==> config.mk <==
export PLATFORM = sky130hd
export DESIGN_NAME = bitmap_shape_rasterizer_top
export DESIGN_NICKNAME = d
export VERILOG_FILES = /design/src/bsr_pkg.sv /design/src/bitmap_shape_rasterizer_top.sv
export SDC_FILE = /design/constraint.sdc
export NUM_CORES = 2
export LEC_CHECK = 0
export BUFFER_PORTS_ARGS = -buffer_cell sky130_fd_sc_hd__buf_2
export CORE_ASPECT_RATIO = 0.6
export CORE_UTILIZATION = 40
export CTS_CLUSTER_SIZE = 30
export DETAILED_ROUTE_END_ITERATION = 8
export PLACE_DENSITY = 0.56
export RECOVER_POWER = 50
export SLEW_MARGIN = 20
export SYNTH_ARGS = -nofsm -noshare
export SYNTH_HDL_FRONTEND = slang
export SYNTH_SLANG_ARGS = --single-unit
==> constraint.sdc <==
create_clock -name aclk -period 13.78 [get_ports aclk]
set_input_delay 2.067 -clock aclk [delete_from_list [all_inputs] [get_ports aclk]]
set_output_delay 2.067 -clock aclk [all_outputs]
set_load 0.05 [all_outputs]
==> src/bsr_pkg.sv <==
`default_nettype none

package bsr_pkg;

    localparam int DEF_MAX_COLS = 32;
    localparam int DEF_MAX_ROWS = 32;

    localparam int S_TDATA_W   = 40;
    localparam int S_TUSER_W   = 2;
    localparam int M_TDATA_W   = 40;
    localparam int M_TUSER_W   = 1;
    localparam int CFG_INDEX_W = 1;
    localparam int CFG_DATA_W  = 6;

    localparam int ROW_BITS_W  = 32;
    localparam int ROW_INDEX_W = 5;
    localparam int COORD_W     = 7;
    localparam int SIZE_W      = 6;

    typedef enum logic [CFG_INDEX_W-1:0] {
        CFG_COLS = 1'b0,
        CFG_ROWS = 1'b1
    } cfg_index_t;

    typedef enum logic [S_TUSER_W-1:0] {
        CMD_SQUARE   = 2'd0,
        CMD_LINE     = 2'd1,
        CMD_TRIANGLE = 2'd2
    } cmd_t;

endpackage

`default_nettype wire

==> src/bitmap_shape_rasterizer_top.sv <==
// Bitmap shape rasteriser.
// Holds a one-bit canvas of up to 32 x 32 cells. Each item on the s_ channel is
// one drawing command (square, line or right triangle). The shape is bounds
// checked; a failing shape yields one item on the m_ channel with tuser set and
// tlast set. A passing shape is ORed into the canvas and every row in use is
// then sent as one item, top row first, tlast on the final row.
// The cfg channel sets the column and row counts; it is always ready. It must
// only be written while no command is in progress; the block does not enforce this.
// Steps: the sequencer takes the item, checks it and dispatches it to its
// drawing loop (one span per row for a square or triangle, one cell at a time
// for a line), then sends the rows one by one; a rejected shape goes from the
// check straight to the error item.
// s_tready is high only while the sequencer waits for a command.
// When the receiver stalls, the output register holds its item and the
// sequencer waits on that row; no item is lost or repeated.
// Reset clears the canvas and sets both counts to 32.
`default_nettype none

module bitmap_shape_rasterizer_top #(
    parameter int MAX_COLS = bsr_pkg::DEF_MAX_COLS,
    parameter int MAX_ROWS = bsr_pkg::DEF_MAX_ROWS
) (
    input  wire logic                            aclk,
    input  wire logic                            aresetn,
    input  wire logic                            s_tvalid,
    output logic                                 s_tready,
    // size[5:0], pos_x[12:6], pos_y[19:13], end_x[26:20], end_y[33:27], facing[35:34]
    input  wire logic [bsr_pkg::S_TDATA_W-1:0]   s_tdata,
    // cmd[1:0]
    input  wire logic [bsr_pkg::S_TUSER_W-1:0]   s_tuser,
    output logic                                 m_tvalid,
    input  wire logic                            m_tready,
    // row_bits[31:0], row_index[36:32]
    output logic [bsr_pkg::M_TDATA_W-1:0]        m_tdata,
    // out_of_range[0]
    output logic [bsr_pkg::M_TUSER_W-1:0]        m_tuser,
    // last
    output logic                                 m_tlast,
    input  wire logic                            cfg_valid,
    output logic                                 cfg_ready,
    input  wire logic [bsr_pkg::CFG_INDEX_W-1:0] cfg_index,
    input  wire logic [bsr_pkg::CFG_DATA_W-1:0]  cfg_data
);
    import bsr_pkg::*;

    localparam int CANVAS_COLS = (MAX_COLS < ROW_BITS_W) ? MAX_COLS : ROW_BITS_W;
    localparam int CANVAS_ROWS = (MAX_ROWS < (1 << ROW_INDEX_W)) ? MAX_ROWS
                                                                 : (1 << ROW_INDEX_W);
    localparam int ROW_AW = (CANVAS_ROWS > 1) ? $clog2(CANVAS_ROWS) : 1;
    localparam int M_PAD_W = M_TDATA_W - ROW_BITS_W - ROW_INDEX_W;
    localparam logic [CFG_DATA_W-1:0] COLS_LIM = CFG_DATA_W'(CANVAS_COLS);
    localparam logic [CFG_DATA_W-1:0] ROWS_LIM = CFG_DATA_W'(CANVAS_ROWS);
    localparam logic [CFG_DATA_W-1:0] DIM_RESET = CFG_DATA_W'(32);

    typedef enum logic [2:0] {
        ST_IDLE, ST_CHECK, ST_SEL, ST_SPAN, ST_LINE, ST_ROWS, ST_ERR
    } step_t;

    typedef enum logic [2:0] {
        CND_NO_INPUT, CND_BAD, CND_IS_LINE, CND_SPAN_MORE,
        CND_LINE_MORE, CND_ROW_HOLD, CND_OUT_BUSY
    } cond_t;

    typedef enum logic [2:0] {
        OP_LOAD, OP_INIT, OP_NONE, OP_SPAN, OP_LINE, OP_EMIT_ROW, OP_EMIT_ERR
    } op_t;

    typedef struct packed {
        op_t   op;
        cond_t cond;
        step_t jump;
        step_t next;
    } uword_t;

    function automatic uword_t ucode(input step_t s);
        uword_t w;
        unique case (s)
            ST_IDLE:  w = '{OP_LOAD,     CND_NO_INPUT,  ST_IDLE, ST_CHECK};
            ST_CHECK: w = '{OP_INIT,     CND_BAD,       ST_ERR,  ST_SEL};
            ST_SEL:   w = '{OP_NONE,     CND_IS_LINE,   ST_LINE, ST_SPAN};
            ST_SPAN:  w = '{OP_SPAN,     CND_SPAN_MORE, ST_SPAN, ST_ROWS};
            ST_LINE:  w = '{OP_LINE,     CND_LINE_MORE, ST_LINE, ST_ROWS};
            ST_ROWS:  w = '{OP_EMIT_ROW, CND_ROW_HOLD,  ST_ROWS, ST_IDLE};
            ST_ERR:   w = '{OP_EMIT_ERR, CND_OUT_BUSY,  ST_ERR,  ST_IDLE};
            default:  w = '{OP_NONE,     CND_NO_INPUT,  ST_IDLE, ST_IDLE};
        endcase
        return w;
    endfunction

    step_t                         step_reg;
    logic [S_TUSER_W-1:0]          cmd_reg;
    logic [SIZE_W-1:0]             size_reg;
    logic signed [COORD_W-1:0]     x_reg;
    logic signed [COORD_W-1:0]     y_reg;
    logic signed [COORD_W-1:0]     ex_reg;
    logic signed [COORD_W-1:0]     ey_reg;
    logic [1:0]                    facing_reg;
    logic [SIZE_W-1:0]             cnt_reg;
    logic [ROW_AW-1:0]             row_cnt_reg;
    logic [CFG_DATA_W-1:0]         cols_reg;
    logic [CFG_DATA_W-1:0]         rows_reg;
    logic [CANVAS_COLS-1:0]        canvas_reg [CANVAS_ROWS];
    logic                          m_tvalid_reg;
    logic [ROW_BITS_W-1:0]         out_bits_reg;
    logic [ROW_INDEX_W-1:0]        out_index_reg;
    logic                          out_err_reg;
    logic                          out_last_reg;

    uword_t                 uw;
    step_t                  step_next;
    logic                   accept;
    logic                   out_free;
    logic                   cond_hit;
    logic                   shape_ok;
    logic                   left;
    logic                   up;
    logic                   last_row;
    logic                   draw_en;
    logic [CFG_DATA_W-1:0]  cols_eff;
    logic [CFG_DATA_W-1:0]  rows_eff;
    logic [ROW_AW-1:0]      rows_m1;
    logic signed [8:0]      xs, ys, exs, eys, szs, cnts, lens, cols_s, rows_s;
    logic signed [8:0]      fx, fy, draw_row, span_a, span_b;
    logic [CANVAS_COLS-1:0] span_mask;
    logic [CANVAS_COLS-1:0] col_mask;

    assign uw       = ucode(step_reg);
    assign s_tready = (step_reg == ST_IDLE);
    assign accept   = s_tvalid && s_tready;
    assign out_free = !m_tvalid_reg || m_tready;
    assign left     = !facing_reg[1];
    assign up       = !facing_reg[0];

    always_comb begin
        priority if (cols_reg == '0) begin
            cols_eff = CFG_DATA_W'(1);
        end else if (cols_reg > COLS_LIM) begin
            cols_eff = COLS_LIM;
        end else begin
            cols_eff = cols_reg;
        end
        priority if (rows_reg == '0) begin
            rows_eff = CFG_DATA_W'(1);
        end else if (rows_reg > ROWS_LIM) begin
            rows_eff = ROWS_LIM;
        end else begin
            rows_eff = rows_reg;
        end
    end

    assign rows_m1  = ROW_AW'(rows_eff - CFG_DATA_W'(1));
    assign last_row = (row_cnt_reg == rows_m1);

    always_comb begin
        xs     = 9'(x_reg);
        ys     = 9'(y_reg);
        exs    = 9'(ex_reg);
        eys    = 9'(ey_reg);
        szs    = $signed({3'b000, size_reg});
        cnts   = $signed({3'b000, cnt_reg});
        lens   = szs - cnts;
        cols_s = $signed({3'b000, cols_eff});
        rows_s = $signed({3'b000, rows_eff});
        fx     = left ? xs - szs + 9'sd1 : xs + szs - 9'sd1;
        fy     = up ? ys - szs + 9'sd1 : ys + szs - 9'sd1;
        unique case (cmd_reg)
            CMD_SQUARE: begin
                shape_ok = xs >= 9'sd0 && ys >= 9'sd0 &&
                           xs + szs <= cols_s && ys + szs <= rows_s;
            end
            CMD_LINE: begin
                shape_ok = xs >= 9'sd0 && xs < cols_s && exs >= 9'sd0 && exs < cols_s &&
                           ys >= 9'sd0 && ys < rows_s && eys >= 9'sd0 && eys < rows_s;
            end
            CMD_TRIANGLE: begin
                shape_ok = xs >= 9'sd0 && xs < cols_s && ys >= 9'sd0 && ys < rows_s &&
                           (left ? fx >= 9'sd0 : fx < cols_s) &&
                           (up ? fy >= 9'sd0 : fy < rows_s);
            end
            default: begin
                shape_ok = 1'b0;
            end
        endcase
    end

    always_comb begin
        if (uw.op == OP_LINE) begin
            draw_row = ys;
            span_a   = xs;
            span_b   = xs;
        end else if (cmd_reg == CMD_TRIANGLE) begin
            draw_row = up ? ys - cnts : ys + cnts;
            span_a   = left ? xs - lens + 9'sd1 : xs;
            span_b   = left ? xs : xs + lens - 9'sd1;
        end else begin
            draw_row = ys + cnts;
            span_a   = xs;
            span_b   = xs + szs - 9'sd1;
        end
        for (int j = 0; j < CANVAS_COLS; j++) begin
            span_mask[j] = (9'(j) >= span_a) && (9'(j) <= span_b);
            col_mask[j]  = CFG_DATA_W'(j) < cols_eff;
        end
    end

    assign draw_en = (uw.op == OP_SPAN && cnt_reg != size_reg) || uw.op == OP_LINE;

    always_comb begin
        unique case (uw.cond)
            CND_NO_INPUT:  cond_hit = !s_tvalid;
            CND_BAD:       cond_hit = !shape_ok;
            CND_IS_LINE:   cond_hit = (cmd_reg == CMD_LINE);
            CND_SPAN_MORE: cond_hit = (cnt_reg != size_reg);
            CND_LINE_MORE: cond_hit = !(x_reg == ex_reg && y_reg == ey_reg);
            CND_ROW_HOLD:  cond_hit = !out_free || !last_row;
            CND_OUT_BUSY:  cond_hit = !out_free;
            default:       cond_hit = 1'b0;
        endcase
        step_next = cond_hit ? uw.jump : uw.next;
    end

    always_ff @(posedge aclk) begin
        if (!aresetn) begin
            step_reg     <= ST_IDLE;
            m_tvalid_reg <= 1'b0;
            cols_reg     <= DIM_RESET;
            rows_reg     <= DIM_RESET;
            for (int i = 0; i < CANVAS_ROWS; i++) begin
                canvas_reg[i] <= '0;
            end
        end else begin
            step_reg <= step_next;
            if (cfg_valid && cfg_ready) begin
                unique case (cfg_index_t'(cfg_index))
                    CFG_COLS: cols_reg <= cfg_data;
                    CFG_ROWS: rows_reg <= cfg_data;
                endcase
            end
            for (int i = 0; i < CANVAS_ROWS; i++) begin
                if (draw_en && draw_row == 9'(i)) begin
                    canvas_reg[i] <= canvas_reg[i] | span_mask;
                end
            end
            if (m_tready) begin
                m_tvalid_reg <= 1'b0;
            end
            unique case (uw.op)
                OP_LOAD: begin
                    if (accept) begin
                        cmd_reg    <= s_tuser;
                        size_reg   <= s_tdata[5:0];
                        x_reg      <= s_tdata[12:6];
                        y_reg      <= s_tdata[19:13];
                        ex_reg     <= s_tdata[26:20];
                        ey_reg     <= s_tdata[33:27];
                        facing_reg <= s_tdata[35:34];
                    end
                end
                OP_INIT: begin
                    cnt_reg     <= '0;
                    row_cnt_reg <= '0;
                end
                OP_SPAN: begin
                    if (cnt_reg != size_reg) begin
                        cnt_reg <= cnt_reg + SIZE_W'(1);
                    end
                end
                OP_LINE: begin
                    if (x_reg != ex_reg) begin
                        x_reg <= (ex_reg > x_reg) ? x_reg + 7'sd1 : x_reg - 7'sd1;
                    end
                    if (y_reg != ey_reg) begin
                        y_reg <= (ey_reg > y_reg) ? y_reg + 7'sd1 : y_reg - 7'sd1;
                    end
                end
                OP_EMIT_ROW: begin
                    if (out_free) begin
                        m_tvalid_reg  <= 1'b1;
                        out_bits_reg  <= ROW_BITS_W'(canvas_reg[row_cnt_reg] & col_mask);
                        out_index_reg <= ROW_INDEX_W'(row_cnt_reg);
                        out_err_reg   <= 1'b0;
                        out_last_reg  <= last_row;
                        row_cnt_reg   <= row_cnt_reg + ROW_AW'(1);
                    end
                end
                OP_EMIT_ERR: begin
                    if (out_free) begin
                        m_tvalid_reg  <= 1'b1;
                        out_bits_reg  <= '0;
                        out_index_reg <= '0;
                        out_err_reg   <= 1'b1;
                        out_last_reg  <= 1'b1;
                    end
                end
                default: begin
                end
            endcase
        end
    end

    assign cfg_ready = 1'b1;
    assign m_tvalid  = m_tvalid_reg;
    assign m_tdata   = {M_PAD_W'(0), out_index_reg, out_bits_reg};
    assign m_tuser   = out_err_reg;
    assign m_tlast   = out_last_reg;

endmodule

`default_nettype wire

== Word level (Yosys, flattened, before mapping) ==
Memory sizes are Yosys's and may differ from the RTL's. A register that Yosys moved wholly into a read port is not among the register bits.
Index checks and enable logic that the tools add are counted.
Cells by class
  add/subtract/negate cells: 22
  magnitude comparators: 114
  equal/unequal tests: 62
  multiplexer cells: 177
  bitwise gates (word level): 66
  reductions and logical operators: 110
Operator list (number)
  $mux W32: 34
  $or A32 B32 Y32: 32
  $eq A9 B6 Y1 const B: 16
  $ge A6 B9 Y1 const A: 16
  $le A6 B9 Y1 const A: 16
  $mux W1: 105
  $mux W9: 11
  $lt A5 B6 Y1 const A: 16
  $pmux W12 S7: 1
  $logic_and A1 B1 Y1: 81
  $eq A9 B5 Y1 const B: 8
  $ge A5 B9 Y1 const A: 8
  $le A5 B9 Y1 const A: 8
  $pmux W32 S2: 1
  $lt A4 B6 Y1 const A: 8
  $mux W7: 6
  $eq A9 B4 Y1 const B: 4
  $ge A4 B9 Y1 const A: 4
  $le A4 B9 Y1 const A: 4
  $add A7 B7 Y8: 4
  $and A32 B32 Y32: 1
  $or A1 B1 Y1: 32
  $sub A7 B7 Y8: 4
  $mux W6: 5
  other kinds (57): 126
Storage, ports and cells
  bits in registers: 104
  RAM bits: 1024
  input bits: 54
  memories: 1
Memories
  canvas_reg: words 32, width 32, read ports 33, clocked after Yosys merged registers in 1, wr ports 32, line bitmap_shape_rasterizer_top.sv:102  | logic [CANVAS_COLS-1:0] canvas_reg [CANVAS_ROWS];

== Logic depth before layout (Yosys ltp) ==
  word-level depth: 15
  mapped depth: 24
  mapped depth without buffers: 23

== Least setup slack after synthesis ==
OpenSTA, ideal clock, no wires.
  kind: reg2reg
  from: register y_reg[1]
  to: memory canvas_reg[8][0] (netlist bit), enable pin
  library setup time: 0.466 ns
  arrival time: 5.045 ns
  setup slack: 8.269 ns
  stages on the path, launching flop included: 13
  path buffers: 1
  path through: edfxtp_1 -> ha_1 -> nor2b_1 -> o31a_1 -> a21o_1 -> nand2_1 -> o311ai_1 -> xor2_1 -> a221oi_2 -> nand2b_1 -> buf_2 -> or2_2 -> o21ai_0
RTL lines
  from (decl): line bitmap_shape_rasterizer_top.sv:94  | logic signed [COORD_W-1:0] y_reg;
  from (signal assigned): line bitmap_shape_rasterizer_top.sv:253  | y_reg <= s_tdata[19:13];
  from (signal assigned): line bitmap_shape_rasterizer_top.sv:273  | y_reg <= (ey_reg > y_reg) ? y_reg + 7'sd1 : y_reg - 7'sd1;
  to (decl): line bitmap_shape_rasterizer_top.sv:102

== Final worst setup path ==
  from: input aresetn
  to: register out_bits_reg[19], enable pin
On the way
  longest elaborated chain between the ends: 1
Ends and longest elaborated chain
  from (decl): line bitmap_shape_rasterizer_top.sv:24  | input wire logic aresetn,
  $reduce_and A4 Y1 (no source line)
  to (signal assigned): line bitmap_shape_rasterizer_top.sv:279  | out_bits_reg <= ROW_BITS_W'(canvas_reg[row_cnt_reg] & col_mask);
  to (decl): line bitmap_shape_rasterizer_top.sv:104  | logic [ROW_BITS_W-1:0] out_bits_reg;
No other way between the ends.
A chain may end at the register's enable or synchronous reset.

==> parameters.txt <==
Parameter                              Value

Die
  Die span in x ... 498 µm
  Core box area ... 0.146 mm²
  Die Ht ... 300 µm
  Std cell rows ... 108
  Ports ... 99
  Starting Density ... 40.6%
  Die Area ... 0.149 mm²

Setup path
  Worst Setup Start Kind ... input pin
  Crit. End Element ... flop
  Endpoint arrival time on the critical path ... 10300 ps
  Type of the worst setup path ... input pin to flop
  Flop2flop setup slack ... 3920 ps
  Start point of the critical path ... aresetn
  Reg-to-Reg End ... canvas_reg[9][16]
  Crit path required time ... 14130 ps
  Number of cell instances on the worst register-to-register path ... 12
  Endpoint of the most critical setup path ... out_bits_reg[19]
  Maximum fanout encountered on the critical timing path ... 123
  Worst flop-to-flop path startpoint ... y_reg[1]

Timing
  Slew at the pin closest to its max-slew limit ... 5830 ps
  Fin Setup TNS ... 0 ps
  Post-route fraction of the period consumed by the critical path ... 72.2%
  Count of pins over their slew limit ... 1486
  Clock skew after layout ... 32.5 ps
  Final setup viols ... 0
  Fin crit period ... 9950 ps
  Relative slew slack ... -289%
  Number of hold violations in the final report ... 0
  FMAX ... 100 MHz
  Setup repair after global routing missed its margin ... no

Clocking
  Buffers inserted during post-CTS setup optimization ... 0
  Clock latency reported for the late side of the worst-skew pair ... 730 ps
  Hold-fix buffers, CTS ... 0
  Buffer depth of the longest clock path ... 3
  Worst-path clk slew ... 70 ps
  Count of H-tree levels built during CTS ... 3
  Number of buffers inserted during clock tree synthesis ... 103
  Clock tree sinks ... 1133
  Cts repair resizes ... 0
  Root buf cell ... clkbuf_16
  Clock tree from TritonCTS ... yes

Cells and area
  Multi-input combinational cell area ... 0.0238 mm²
  Layout cell share with drive strength beyond 1 ... 16.4%
  Nets ... 4436
  Count of fill cells added during filler insertion ... 13200
  Area Overhead vs Synth ... 9.72%
  Final Core Density ... 44.5%
  Max FFs per register ... 1024
  Register area ... 0.0338 mm²

Route
  Via count ... 38700
  DR DRC count ... 0
  Post-route antenna net violation count ... 0
  Mean routed wirelength per cell ... 30.4 µm
  Routed Wire Length ... 190 mm
  Via/cell ratio ... 6.22
  DRT iter0 DRCs ... 5006
  Number of detailed-route iterations in the first pass ... 5

GRT
  Initial antenna violation count ... 6
  Total global-route track usage ... 25.2%
  Gr ovfl total ... 0
  Maximum number of pins on one net before global-route repair ... 124
  Via count of the first global-routing pass ... 36300
  Wire length of the first global-routing pass ... 271 mm

Outcome
  Result of the run ... finished, violations left
  Failing checks ... max-capacitance violations, max-slew violations

Logic synthesis
  Number of distinct library cell variants in the gate-level netlist after synthesis ... 112
  Number of synthesis warnings ... 0
  Async SR Flop Fraction ... 0%
  Flip-flop and latch count after synthesis ... 1133
  Number of flops mapped to enable cells by yosys ... 1112
  Gate count of the mapped netlist ... 4234
  Top FF cell, synth ... edfxtp_1
  Post-synthesis cell area ... 0.0590 mm²
  Avg Inst Size Synth ... 13.9 µm²
  Post-synthesis sequential area ratio ... 57.3%

Pwr
  Share of power burned in combinational logic ... 41.8%
  Part of the power in the clock network ... 21.8%
  Cell internal power dissipation ... 7.80 mW
  Leak ... 22.6 nW
  Net switching share of the total power ... 40.4%
  Cell area power density ... 202 mW/mm²
  Portion of total power attributed to sequential cells ... 36.3%
  Worst vdd rail ir drop ... 0.225 mV
  Net switching component of the power ... 5.29 mW
  Final Power ... 13.1 mW

Place
  Half-perimeter wire length of the detailed placement result ... 118 mm
  Port bufs ... 90
  Final RePlAce weighted congestion ... 0.943

Worst hold path
  Beginning of the worst hold path ... rows_reg[5]
  Hold Path Stages ... 2
  Type of the most critical hold path ... flop to flop

Run
  # Max-Cap Violations ... 50
area by class of cell:
type	instances	area share, %
multi-input cells	2684	36.8
inverters	84	0.489
clock buffers	131	4.24
flip-flops and latches	1133	52.2
repair buffers	209	1.82
well taps	1925	3.72
diodes	2	0.00773
clock inverters	56	0.695
cells in the mapped netlist, drive strengths merged, types with 8 or more instances:
library cell	n	area, µm²
nand2	117	439
o21a	824	6190
a21o	30	226
fa	11	220
nand3	37	195
edfxtp	1112	33400
nor2b	23	149
dfxtp	21	420
a21oi	92	468
o31ai	8	97.6
xor2	21	191
a221oi	9	134
a31oi	14	103
a211oi	39	348
o21bai	8	60.1
inv	82	308
a311oi	9	103
buf	210	1090
o211ai	9	67.6
nor2	522	1960
ha	156	1950
and2	14	87.6
nand2b	31	194
xnor2	35	314
clkbuf	125	469
o21ai	114	582
and3	19	134
or2	12	77.6
nor3	48	327
mux4	320	7210
mux2i	45	454
through the flow:
stage | cell area, µm² | hold WS [ps] | std cells | setup WS (ps)
2_1_floorplan | 59000 | 436 | 4236 | 8270
3_3_place_gp | 62000 | 454 | 6035 | 6810
3_5_place_dp | 62000 | 457 | 6035 | 6670
4_1_cts | 65200 | 472 | 6222 | 6650
5_1_grt | 64800 | 489 | 6222 | 3250
6_report | 64800 | 476 | 6224 | 3830
logic make-up (layout without fill, tap and decap cells):
kind of cell	after synthesis	count (layout)	share of synthesized area [%]
AO/OA/AOI/OAI	1222	1222	15.2
XOR/XNOR	58	58	0.935
adder cells (fa/ha/maj)	167	167	3.68
buffers and inverters	419	480	3.17
flip-flops	1133	1133	57.3
multiplexers	371	371	13.1
other	2	6	0.0127
AND/OR/NAND/NOR	862	862	6.58
worst min path at each step:
stage                  end  slack, ps
4_1_cts        rows_reg[5]        470
6_report       rows_reg[5]        480
3_3_place_gp   rows_reg[5]        450
3_5_place_dp   rows_reg[5]        460
5_1_grt        rows_reg[5]        490
2_1_floorplan  rows_reg[0]        440
layer usage:
layer  vias to the layer above  share of wire (%)  global-route usage [%]
met5                         -              0.011                       0
met4                         2                1.8                    4.81
met3                       212                 13                    7.79
met2                      2012                 38                    31.9
met1                     20100                 47                    41.2
li1                      16300                  -                       -
power groups by stage:
stage	logic, mW	registers (mW)	clock network [mW]
6_report	5.47	4.76	2.86
2_1_floorplan	3.74	4.67	0
3_5_place_dp	5.38	4.81	0
3_3_place_gp	5.34	4.80	0
4_1_cts	5.40	4.74	2.90
5_1_grt	5.87	4.81	3.04
critical path: stages:
cell	delay [ps]
clkbuf_1	1900
buf_12	580
clkbuf_1	4080
nand2_1	500
a21oi_4	330
buf_4	560
cells in the final DEF (no fill, tap or decap), types with 30 or more instances in the layout:
| master | instances |
|---|---|
| a211oi_1 | 30 |
| a21oi_1 | 83 |
| buf_2 | 46 |
| buf_4 | 76 |
| clkbuf_1 | 109 |
| clkbuf_16 | 106 |
| edfxtp_1 | 1112 |
| ha_1 | 156 |
| inv_1 | 78 |
| mux2i_1 | 44 |
| mux4_2 | 320 |
| nand2_1 | 117 |
| nand2b_1 | 31 |
| nand3_1 | 35 |
| nor2_1 | 519 |
| o21a_1 | 824 |
| o21ai_0 | 87 |
| xnor2_1 | 34 |
(Power assumes the default switching activity.)
